File: src/design/dscp_pkg.sv
// shared types, constants and coefficient tables for the degree sine/cosine pipeline
`timescale 1ns / 1ps
package dscp_pkg;

  localparam int ANGLE_WIDTH_DEF = 16;
  localparam int VALUE_W         = 15;
  localparam int REM_W           = 9;
  localparam int T_W             = 6;
  localparam int ACC_W           = 32;
  localparam int MAG_W           = 30;
  localparam int Q_W             = 14;
  localparam int RECIP_W         = 30;
  localparam int PROD_W          = MAG_W + RECIP_W;
  localparam int RED_STEPS       = 8;

  localparam int FULL_DEG    = 360;
  localparam int THREE_Q_DEG = 270;
  localparam int HALF_DEG    = 180;
  localparam int QUARTER_DEG = 90;
  localparam int EIGHTH_DEG  = 45;

  localparam logic [RECIP_W-1:0] LOW_RECIP  = 30'd879609303;
  localparam logic [RECIP_W-1:0] HIGH_RECIP = 30'd703687442;
  localparam int LOW_SHIFT  = 43;
  localparam int HIGH_SHIFT = 46;

  localparam logic signed [ACC_W-1:0] LOW_POLY [4] = '{
    -32'sd81, -32'sd277, 32'sd1747900, -32'sd1600
  };
  localparam logic signed [ACC_W-1:0] HIGH_POLY [4] = '{
    32'sd336, -32'sd161420, 32'sd75484, 32'sd999960000
  };

  typedef struct packed {
    logic sel_high;
    logic neg;
  } ctl_t;

  function automatic logic signed [ACC_W-1:0] poly_coef(input logic sel_high,
                                                        input logic [1:0] k);
    poly_coef = sel_high ? HIGH_POLY[k] : LOW_POLY[k];
  endfunction

endpackage

File: src/design/degree_sine_cosine_poly_top.sv
// top level of the pipelined integer-degree sine and cosine unit
`timescale 1ns / 1ps
// Takes a whole-degree angle and an op (0 sine, 1 cosine) and returns the value
// in ten-thousandths, -10000..10000. Fully pipelined: one beat may enter every
// cycle while the output is not stalled, and results leave in order, one per
// beat. The stages are one input stage, the modulo 360 stages (up to eight
// compare-and-subtract steps each), a fold stage, three multiply-add stages of
// the cubic and three stages for the reciprocal divide and sign. Every stage
// has its own valid bit and takes a new beat whenever it is empty or its
// successor moves, so bubbles close up under a stall at the output.
module degree_sine_cosine_poly_top #(
  parameter int ANGLE_WIDTH = dscp_pkg::ANGLE_WIDTH_DEF
) (
  input  logic                                clk,
  input  logic                                rst_n,
  input  logic                                in_valid,
  output logic                                in_ready,
  input  logic                                in_op,
  input  logic signed [ANGLE_WIDTH-1:0]       in_angle_deg,
  output logic                                out_valid,
  input  logic                                out_ready,
  output logic signed [dscp_pkg::VALUE_W-1:0] out_value
);
  import dscp_pkg::*;

  localparam int NSTEP = ANGLE_WIDTH - 8;
  localparam int NRED  = (NSTEP + RED_STEPS - 1) / RED_STEPS;

  // input stage: cosine offset and magnitude
  logic                          s0_valid_r;
  logic [ANGLE_WIDTH-1:0]        s0_mag_r;
  logic                          s0_neg_r;
  logic signed [ANGLE_WIDTH:0]   ang_nxt;
  logic [ANGLE_WIDTH:0]          mag_full;
  logic                          s0_ready;

  always_comb begin
    ang_nxt  = {in_angle_deg[ANGLE_WIDTH-1], in_angle_deg}
             + (in_op ? (ANGLE_WIDTH+1)'(QUARTER_DEG) : '0);
    mag_full = ang_nxt[ANGLE_WIDTH] ? (~ang_nxt + (ANGLE_WIDTH+1)'(1)) : ang_nxt;
  end

  assign in_ready = !s0_valid_r || s0_ready;

  always_ff @(posedge clk) begin
    if (!rst_n) begin
      s0_valid_r <= 1'b0;
    end else if (in_ready) begin
      s0_valid_r <= in_valid;
    end
  end

  always_ff @(posedge clk) begin
    if (in_ready && in_valid) begin
      s0_mag_r <= mag_full[ANGLE_WIDTH-1:0];
      s0_neg_r <= ang_nxt[ANGLE_WIDTH];
    end
  end

  // modulo 360 reduction
  logic [ANGLE_WIDTH-1:0] red_mag   [NRED+1];
  logic                   red_neg   [NRED+1];
  logic                   red_valid [NRED+1];
  logic                   red_ready [NRED+1];

  assign red_mag[0]   = s0_mag_r;
  assign red_neg[0]   = s0_neg_r;
  assign red_valid[0] = s0_valid_r;
  assign s0_ready     = red_ready[0];

  for (genvar j = 0; j < NRED; j++) begin : g_red
    localparam int KH = NSTEP - 1 - RED_STEPS * j;
    localparam int NS = (KH + 1 > RED_STEPS) ? RED_STEPS : KH + 1;
    dscp_modstage #(
      .W    (ANGLE_WIDTH),
      .K_HI (KH),
      .N    (NS)
    ) u_modstage (
      .clk       (clk),
      .rst_n     (rst_n),
      .in_valid  (red_valid[j]),
      .in_ready  (red_ready[j]),
      .in_mag    (red_mag[j]),
      .in_neg    (red_neg[j]),
      .out_valid (red_valid[j+1]),
      .out_ready (red_ready[j+1]),
      .out_mag   (red_mag[j+1]),
      .out_neg   (red_neg[j+1])
    );
  end

  // fold
  logic           fold_valid;
  logic           fold_ready;
  logic [T_W-1:0] fold_t;
  ctl_t           fold_ctl;

  dscp_fold u_fold (
    .clk       (clk),
    .rst_n     (rst_n),
    .in_valid  (red_valid[NRED]),
    .in_ready  (red_ready[NRED]),
    .in_rem    (red_mag[NRED][REM_W-1:0]),
    .in_neg    (red_neg[NRED]),
    .out_valid (fold_valid),
    .out_ready (fold_ready),
    .out_t     (fold_t),
    .out_ctl   (fold_ctl)
  );

  // cubic by Horner's rule
  logic                    h1_valid, h2_valid, h3_valid;
  logic                    h1_ready, h2_ready, h3_ready;
  logic signed [ACC_W-1:0] h1_acc, h2_acc, h3_acc;
  logic [T_W-1:0]          h1_t, h2_t, h3_t;
  ctl_t                    h1_ctl, h2_ctl, h3_ctl;

  dscp_horner u_horner1 (
    .clk       (clk),
    .rst_n     (rst_n),
    .in_valid  (fold_valid),
    .in_ready  (fold_ready),
    .in_acc    (poly_coef(fold_ctl.sel_high, 2'd0)),
    .in_coef   (poly_coef(fold_ctl.sel_high, 2'd1)),
    .in_t      (fold_t),
    .in_ctl    (fold_ctl),
    .out_valid (h1_valid),
    .out_ready (h1_ready),
    .out_acc   (h1_acc),
    .out_t     (h1_t),
    .out_ctl   (h1_ctl)
  );

  dscp_horner u_horner2 (
    .clk       (clk),
    .rst_n     (rst_n),
    .in_valid  (h1_valid),
    .in_ready  (h1_ready),
    .in_acc    (h1_acc),
    .in_coef   (poly_coef(h1_ctl.sel_high, 2'd2)),
    .in_t      (h1_t),
    .in_ctl    (h1_ctl),
    .out_valid (h2_valid),
    .out_ready (h2_ready),
    .out_acc   (h2_acc),
    .out_t     (h2_t),
    .out_ctl   (h2_ctl)
  );

  dscp_horner u_horner3 (
    .clk       (clk),
    .rst_n     (rst_n),
    .in_valid  (h2_valid),
    .in_ready  (h2_ready),
    .in_acc    (h2_acc),
    .in_coef   (poly_coef(h2_ctl.sel_high, 2'd3)),
    .in_t      (h2_t),
    .in_ctl    (h2_ctl),
    .out_valid (h3_valid),
    .out_ready (h3_ready),
    .out_acc   (h3_acc),
    .out_t     (h3_t),
    .out_ctl   (h3_ctl)
  );

  // divide and sign
  dscp_div u_div (
    .clk       (clk),
    .rst_n     (rst_n),
    .in_valid  (h3_valid),
    .in_ready  (h3_ready),
    .in_acc    (h3_acc),
    .in_ctl    (h3_ctl),
    .out_valid (out_valid),
    .out_ready (out_ready),
    .out_value (out_value)
  );

  // checks
  a_value_range: assert property (@(posedge clk) disable iff (!rst_n)
    out_valid |-> (out_value <= 15'sd10000 && out_value >= -15'sd10000))
    else $error("result outside -10000..10000");

  a_reduced: assert property (@(posedge clk) disable iff (!rst_n)
    red_valid[NRED] |-> (red_mag[NRED] < ANGLE_WIDTH'(FULL_DEG)))
    else $error("angle not reduced below 360");

  a_fold_t: assert property (@(posedge clk) disable iff (!rst_n)
    h3_valid |-> (h3_t <= T_W'(EIGHTH_DEG)))
    else $error("folded cubic argument above 45");

endmodule

File: src/design/dscp_modstage.sv
// one registered group of compare-and-subtract steps of the modulo 360 reduction
`timescale 1ns / 1ps
module dscp_modstage #(
  parameter int W    = 16,
  parameter int K_HI = 7,
  parameter int N    = 8
) (
  input  logic         clk,
  input  logic         rst_n,
  input  logic         in_valid,
  output logic         in_ready,
  input  logic [W-1:0] in_mag,
  input  logic         in_neg,
  output logic         out_valid,
  input  logic         out_ready,
  output logic [W-1:0] out_mag,
  output logic         out_neg
);
  import dscp_pkg::*;

  logic         valid_r;
  logic [W-1:0] mag_r;
  logic         neg_r;
  logic [W-1:0] mag_nxt;

  always_comb begin
    mag_nxt = in_mag;
    for (int i = 0; i < N; i++) begin
      if (mag_nxt >= (W'(FULL_DEG) << (K_HI - i))) begin
        mag_nxt = mag_nxt - (W'(FULL_DEG) << (K_HI - i));
      end
    end
  end

  assign in_ready  = !valid_r || out_ready;
  assign out_valid = valid_r;
  assign out_mag   = mag_r;
  assign out_neg   = neg_r;

  always_ff @(posedge clk) begin
    if (!rst_n) begin
      valid_r <= 1'b0;
    end else if (in_ready) begin
      valid_r <= in_valid;
    end
  end

  always_ff @(posedge clk) begin
    if (in_ready && in_valid) begin
      mag_r <= mag_nxt;
      neg_r <= in_neg;
    end
  end

endmodule

File: src/design/dscp_fold.sv
// quadrant fold of the reduced angle and choice of the low or high cubic
`timescale 1ns / 1ps
module dscp_fold (
  input  logic                        clk,
  input  logic                        rst_n,
  input  logic                        in_valid,
  output logic                        in_ready,
  input  logic [dscp_pkg::REM_W-1:0]  in_rem,
  input  logic                        in_neg,
  output logic                        out_valid,
  input  logic                        out_ready,
  output logic [dscp_pkg::T_W-1:0]    out_t,
  output dscp_pkg::ctl_t              out_ctl
);
  import dscp_pkg::*;

  logic             valid_r;
  logic [T_W-1:0]   t_r;
  ctl_t             ctl_r;
  logic [REM_W-1:0] fa;
  logic             lneg;
  logic [REM_W-1:0] t_full;
  logic [T_W-1:0]   t_nxt;
  ctl_t             ctl_nxt;

  always_comb begin
    fa   = in_rem;
    lneg = 1'b0;
    if (in_rem <= REM_W'(QUARTER_DEG)) begin
      fa = in_rem;
    end else if (in_rem <= REM_W'(HALF_DEG)) begin
      fa = REM_W'(HALF_DEG) - in_rem;
    end else if (in_rem <= REM_W'(THREE_Q_DEG)) begin
      fa   = in_rem - REM_W'(HALF_DEG);
      lneg = 1'b1;
    end else begin
      fa   = REM_W'(FULL_DEG) - in_rem;
      lneg = 1'b1;
    end
    ctl_nxt.sel_high = fa > REM_W'(EIGHTH_DEG);
    ctl_nxt.neg      = in_neg ^ lneg;
    t_full           = ctl_nxt.sel_high ? (REM_W'(QUARTER_DEG) - fa) : fa;
    t_nxt            = t_full[T_W-1:0];
  end

  assign in_ready  = !valid_r || out_ready;
  assign out_valid = valid_r;
  assign out_t     = t_r;
  assign out_ctl   = ctl_r;

  always_ff @(posedge clk) begin
    if (!rst_n) begin
      valid_r <= 1'b0;
    end else if (in_ready) begin
      valid_r <= in_valid;
    end
  end

  always_ff @(posedge clk) begin
    if (in_ready && in_valid) begin
      t_r   <= t_nxt;
      ctl_r <= ctl_nxt;
    end
  end

endmodule

File: src/design/dscp_horner.sv
// one registered multiply-add step of the cubic
`timescale 1ns / 1ps
module dscp_horner (
  input  logic                              clk,
  input  logic                              rst_n,
  input  logic                              in_valid,
  output logic                              in_ready,
  input  logic signed [dscp_pkg::ACC_W-1:0] in_acc,
  input  logic signed [dscp_pkg::ACC_W-1:0] in_coef,
  input  logic [dscp_pkg::T_W-1:0]          in_t,
  input  dscp_pkg::ctl_t                    in_ctl,
  output logic                              out_valid,
  input  logic                              out_ready,
  output logic signed [dscp_pkg::ACC_W-1:0] out_acc,
  output logic [dscp_pkg::T_W-1:0]          out_t,
  output dscp_pkg::ctl_t                    out_ctl
);
  import dscp_pkg::*;

  localparam int P_W = ACC_W + T_W + 1;

  logic                    valid_r;
  logic signed [ACC_W-1:0] acc_r;
  logic [T_W-1:0]          t_r;
  ctl_t                    ctl_r;
  logic signed [P_W-1:0]   prod;
  logic signed [P_W-1:0]   sum;
  logic signed [ACC_W-1:0] acc_nxt;

  always_comb begin
    prod    = P_W'(in_acc) * P_W'($signed({1'b0, in_t}));
    sum     = prod + P_W'(in_coef);
    acc_nxt = sum[ACC_W-1:0];
  end

  assign in_ready  = !valid_r || out_ready;
  assign out_valid = valid_r;
  assign out_acc   = acc_r;
  assign out_t     = t_r;
  assign out_ctl   = ctl_r;

  always_ff @(posedge clk) begin
    if (!rst_n) begin
      valid_r <= 1'b0;
    end else if (in_ready) begin
      valid_r <= in_valid;
    end
  end

  always_ff @(posedge clk) begin
    if (in_ready && in_valid) begin
      acc_r <= acc_nxt;
      t_r   <= in_t;
      ctl_r <= in_ctl;
    end
  end

endmodule

File: src/design/dscp_div.sv
// truncating division by 10000 or 100000 through a reciprocal, then the sign
`timescale 1ns / 1ps
module dscp_div (
  input  logic                              clk,
  input  logic                              rst_n,
  input  logic                              in_valid,
  output logic                              in_ready,
  input  logic signed [dscp_pkg::ACC_W-1:0] in_acc,
  input  dscp_pkg::ctl_t                    in_ctl,
  output logic                              out_valid,
  input  logic                              out_ready,
  output logic signed [dscp_pkg::VALUE_W-1:0] out_value
);
  import dscp_pkg::*;

  // stage 1: magnitude
  logic               v1_r;
  logic [MAG_W-1:0]   mag_r;
  logic               sel1_r;
  logic               neg1_r;
  logic [ACC_W-1:0]   abs_nxt;
  logic               rdy1;

  // stage 2: reciprocal multiply
  logic               v2_r;
  logic [Q_W-1:0]     q_r;
  logic               neg2_r;
  logic [PROD_W-1:0]  prod;
  logic [Q_W-1:0]     q_nxt;
  logic               rdy2;

  // stage 3: signed result
  logic                      v3_r;
  logic signed [VALUE_W-1:0] value_r;
  logic [VALUE_W-1:0]        q_ext;
  logic [VALUE_W-1:0]        value_nxt;
  logic                      rdy3;

  assign rdy3     = !v3_r || out_ready;
  assign rdy2     = !v2_r || rdy3;
  assign rdy1     = !v1_r || rdy2;
  assign in_ready = rdy1;

  always_comb begin
    abs_nxt = in_acc[ACC_W-1] ? (~in_acc + ACC_W'(1)) : in_acc;
    prod    = PROD_W'(mag_r) * PROD_W'(sel1_r ? HIGH_RECIP : LOW_RECIP);
    q_nxt   = sel1_r ? prod[HIGH_SHIFT +: Q_W] : prod[LOW_SHIFT +: Q_W];
    q_ext   = VALUE_W'(q_r);
    value_nxt = neg2_r ? (~q_ext + VALUE_W'(1)) : q_ext;
  end

  always_ff @(posedge clk) begin
    if (!rst_n) begin
      v1_r <= 1'b0;
      v2_r <= 1'b0;
      v3_r <= 1'b0;
    end else begin
      if (rdy1) begin
        v1_r <= in_valid;
      end
      if (rdy2) begin
        v2_r <= v1_r;
      end
      if (rdy3) begin
        v3_r <= v2_r;
      end
    end
  end

  always_ff @(posedge clk) begin
    if (rdy1 && in_valid) begin
      mag_r  <= abs_nxt[MAG_W-1:0];
      sel1_r <= in_ctl.sel_high;
      neg1_r <= in_ctl.neg ^ in_acc[ACC_W-1];
    end
    if (rdy2 && v1_r) begin
      q_r    <= q_nxt;
      neg2_r <= neg1_r;
    end
    if (rdy3 && v2_r) begin
      value_r <= value_nxt;
    end
  end

  assign out_valid = v3_r;
  assign out_value = value_r;

endmodule

File: config.mk
export PLATFORM = sky130hd
export DESIGN_NAME = degree_sine_cosine_poly_top
export DESIGN_NICKNAME = d
export VERILOG_FILES = /design/src/design/dscp_pkg.sv /design/src/design/degree_sine_cosine_poly_top.sv /design/src/design/dscp_modstage.sv /design/src/design/dscp_fold.sv /design/src/design/dscp_horner.sv /design/src/design/dscp_div.sv
export SDC_FILE = /design/constraint.sdc
export NUM_CORES = 2
export LEC_CHECK = 0
export BUFFER_PORTS_ARGS = -buffer_cell sky130_fd_sc_hd__buf_2
export CAP_MARGIN = 20
export CORE_MARGIN = 5
export CORE_UTILIZATION = 55
export DETAILED_ROUTE_END_ITERATION = 10
export PLACE_DENSITY_LB_ADDON = 0.25
export SETUP_SLACK_MARGIN = 0.05
export SLEW_MARGIN = 20
export SYNTH_ARGS = -nofsm -noshare
export SYNTH_HDL_FRONTEND = slang
export SYNTH_SLANG_ARGS = --single-unit
File: constraint.sdc
create_clock -name clk -period 9.2 [get_ports clk]
set_clock_uncertainty 0.05 [all_clocks]
set_input_delay 1.84 -clock clk [delete_from_list [all_inputs] [get_ports clk]]
set_output_delay 1.84 -clock clk [all_outputs]
set_load 0.005 [all_outputs]
==> out/summary.txt <==
status: complete, no violations
leakage: 0.0243 µW
Post-Route Setup TNS: 0 ps
Worst Path Required: 9470 ps
crit path kind: register to register
setup bufs post-CTS: 0
fin crit share: 0.948
total CTS buffers: 28
CP Max Fanout: 30
Nets: 6,095
MaxCap Viol Count: 0
Pre-antenna DRT Iters: 5
global-route wire length before repair: 168,000 µm
Synth async-reset ratio: 0
largest net degree at the start of global routing: 41
crit-path most repeated cell: fa_1
final hold viol count: 0
pre-CTS WS: 195 ps
Seq/Total Area, Yosys: 0.140
Final Instance Area: 0.0491 mm²
maximum vdd ir drop: 0.000294 V
Remaining DRCs: 0
Via density: 5.20
Routed WL: 98,800 µm
worst setup margin: 477 ps
cell area after synthesis: 0.0462 mm²
Seq pwr share: 0.163
die area: 0.0900 mm²
CTS clock-pin slew for the worst setup and hold paths: 60 ps
H-tree depth: 1
clock network power share: 0.095
starting density of the core: 0.553
Die Span X: 300 µm
hpwl dp: 88,100 µm
DR vias: 29,800
Cells after DPL: 5,679
layout cells sized above 1: 0.0505
gr usage total: 0.229
clk_lat worst skew: 580 ps
number of global-route vias before repair: 32,400
WL/cell: 17.2 µm
GPL Wtd Cong: 0.944
post-layout min period: 8720 ps
initial DRC count: 1,376
worst-margin pin slew: 1020 ps
Critical-path top delay cell: nor2_1
PwrDens: 232 mW/mm²
row count: 106
Overflow after GRT: 0
Placement Cell Area: 0.0481 mm²
Net Sw Frac: 0.460
synthesis-stage register bit count: 219
initial antenna violation count: 1
Detail Route Antenna Nets: 0
unrepaired setup endpoints after global routing: yes
max frequency: 115 MHz
Synth Instances: 4,561
P&R area growth vs syn: 6.09%
combinational share of power: 0.742
clk buf depth: 3
Util after Layout: 0.587
Final Max Tran Viols: 0
Yosys cell types: 101
Root Buffer: clkbuf_16
Worst path top cell family by delay: adder cells
crit start category: register
ys flop type: edfxtp_1
die height: 300 µm
core outline area: 0.0836 mm²
Final setup viols: 0
Post-Layout Cell Count: 5,732
Int Power: 6150 µW
WP data arrival: 8990 ps
syn_area_per_cell: 10.1 µm²
Worst Hold Class: register to register
Max stage delay on crit path: 650 ps
Buffers on Ports: 37
Ports: 38
clk sinks: 219
Buffers & Inverters on Critical Path: 3
Slew headroom: 0.319
CTS tree: built
# fillers: 7,224
crit path capture type: register
Post-synth EDFFs: 210
Psw: 5230 µW
ant diodes: 0
Synth warnings: 0
## sequential cells by signal, indices dropped and copies added, names as in the netlist, 6 cells and up
register,count
g_red.u_modstage.out_mag,9
s0_mag_r,16
u_div.mag_r,30
u_div.out_value,15
u_div.q_r,14
u_fold.out_t,6
u_horner1.out_acc,32
u_horner1.out_t,6
u_horner2.out_acc,32
u_horner2.out_t,6
u_horner3.out_acc,31
## metal layers
layer  track usage  vias to the layer above  share of wire
met5             0                        -              0
met4        0.0432                        0          0.020
met3        0.0287                      112          0.051
met2         0.399                      551           0.49
met1         0.314                    15000           0.44
li1              -                    14200              -
## per-stage QoR
| stage | hold slack, ps | total power, µW |
|---|---|---|
| after floorplan | 350 | 8740 |
| after global placement | 354 | 10100 |
| after detailed placement | 362 | 10300 |
| after CTS | 376 | 11500 |
| after global routing | 382 | 12800 |
| final | 375 | 11400 |
## power groups by stage
stage | clock (µW) | sequential [µW] | combinational (µW)
after floorplan | 0 | 1780 | 6960
final | 1090 | 1850 | 8440
after global placement | 0 | 1870 | 8220
after global routing | 1160 | 1870 | 9770
after detailed placement | 0 | 1870 | 8430
after CTS | 1120 | 1850 | 8500
## final timing paths
kind | start | end | slack (ps) | cells past startpoint
worst max-delay path | u_div.sel1_r$_DFFE_PP_ | u_div.q_r[7]$_DFFE_PP_ | 480 | 28
worst min-delay path | u_fold.out_ctl[0]$_DFFE_PP_ | u_horner1.out_ctl[0]$_DFFE_PP_ | 380 | 0
worst max register to register | u_div.sel1_r$_DFFE_PP_ | u_div.q_r[7]$_DFFE_PP_ | 480 | 28
worst min register to register | u_fold.out_ctl[0]$_DFFE_PP_ | u_horner1.out_ctl[0]$_DFFE_PP_ | 380 | 0
## kinds of logic (layout without fill, tap and decap cells)
group | Yosys count | in the layout | synth area share
compound gates | 461 | 461 | 0.0673
xor+xnor | 199 | 199 | 0.0379
fa+ha+maj | 1446 | 1446 | 0.537
buf+inv | 1305 | 1366 | 0.107
flops | 219 | 219 | 0.140
mux | 33 | 33 | 0.00774
other cells | 2 | 32 | 0.000162
simple gates | 896 | 896 | 0.103
## placed cells by master, fill, tap and decap left out, types with 20 or more instances in the layout
cell type / netlist / final
nor2b_1: 37 / 34
o21ai_0: 101 / 101
a21o_1: 39 / 39
nor3_1: 31 / 30
xnor2_1: 155 / 155
fa_1: 897 / 897
a21oi_1: 108 / 108
nand3_1: 30 / 30
clkbuf_16: 0 / 28
nand2b_1: 35 / 35
ha_1: 547 / 547
nand2_1: 224 / 224
conb_1: 2 / 32
and2_1: 307 / 307
nor2_1: 130 / 130
edfxtp_1: 210 / 210
buf_2: 5 / 37
inv_1: 1198 / 1198
a31oi_1: 22 / 20
o21bai_1: 28 / 28
buf_4: 1 / 74
xor2_1: 43 / 43
## cells in the mapped netlist (17+ instances only)
cell type / instances / area share
a31oi_1: 22 / 0.0030
and3_1: 17 / 0.0023
edfxtp_1: 210 / 0.14
nand2b_1: 35 / 0.0047
fa_1: 897 / 0.39
a21oi_1: 108 / 0.012
clkbuf_1: 91 / 0.0074
ha_1: 547 / 0.15
or2_2: 19 / 0.0026
nand3_1: 30 / 0.0032
xor2_1: 43 / 0.0081
nor2_1: 130 / 0.011
o21ai_0: 101 / 0.011
o31ai_1: 18 / 0.0029
o21bai_1: 28 / 0.0045
a21o_1: 39 / 0.0063
xnor2_1: 155 / 0.029
and2_1: 307 / 0.042
nor2b_1: 37 / 0.0050
nor3_1: 31 / 0.0034
inv_1: 1198 / 0.097
o21a_1: 19 / 0.0031
nand2_1: 224 / 0.018
## repair_timing
action                                  4_1_cts  5_1_grt
hold buffers                                  0        0
resized for setup                             0        8
endpoints found under the setup margin        0       16
## final cells by class
class	instances	area (µm²)	share of cell area
Timing Repair Buffer	113	776	0.0158
Multi-Input combinational cell	3067	35000	0.714
Tap cell	1080	1350	0.0275
Inverter	1201	4510	0.0919
Sequential cell	219	6490	0.132
Clock buffer	32	716	0.0146
Clock inverter	20	204	0.00416
No activity file was read; power rests on OpenSTA's default activity.
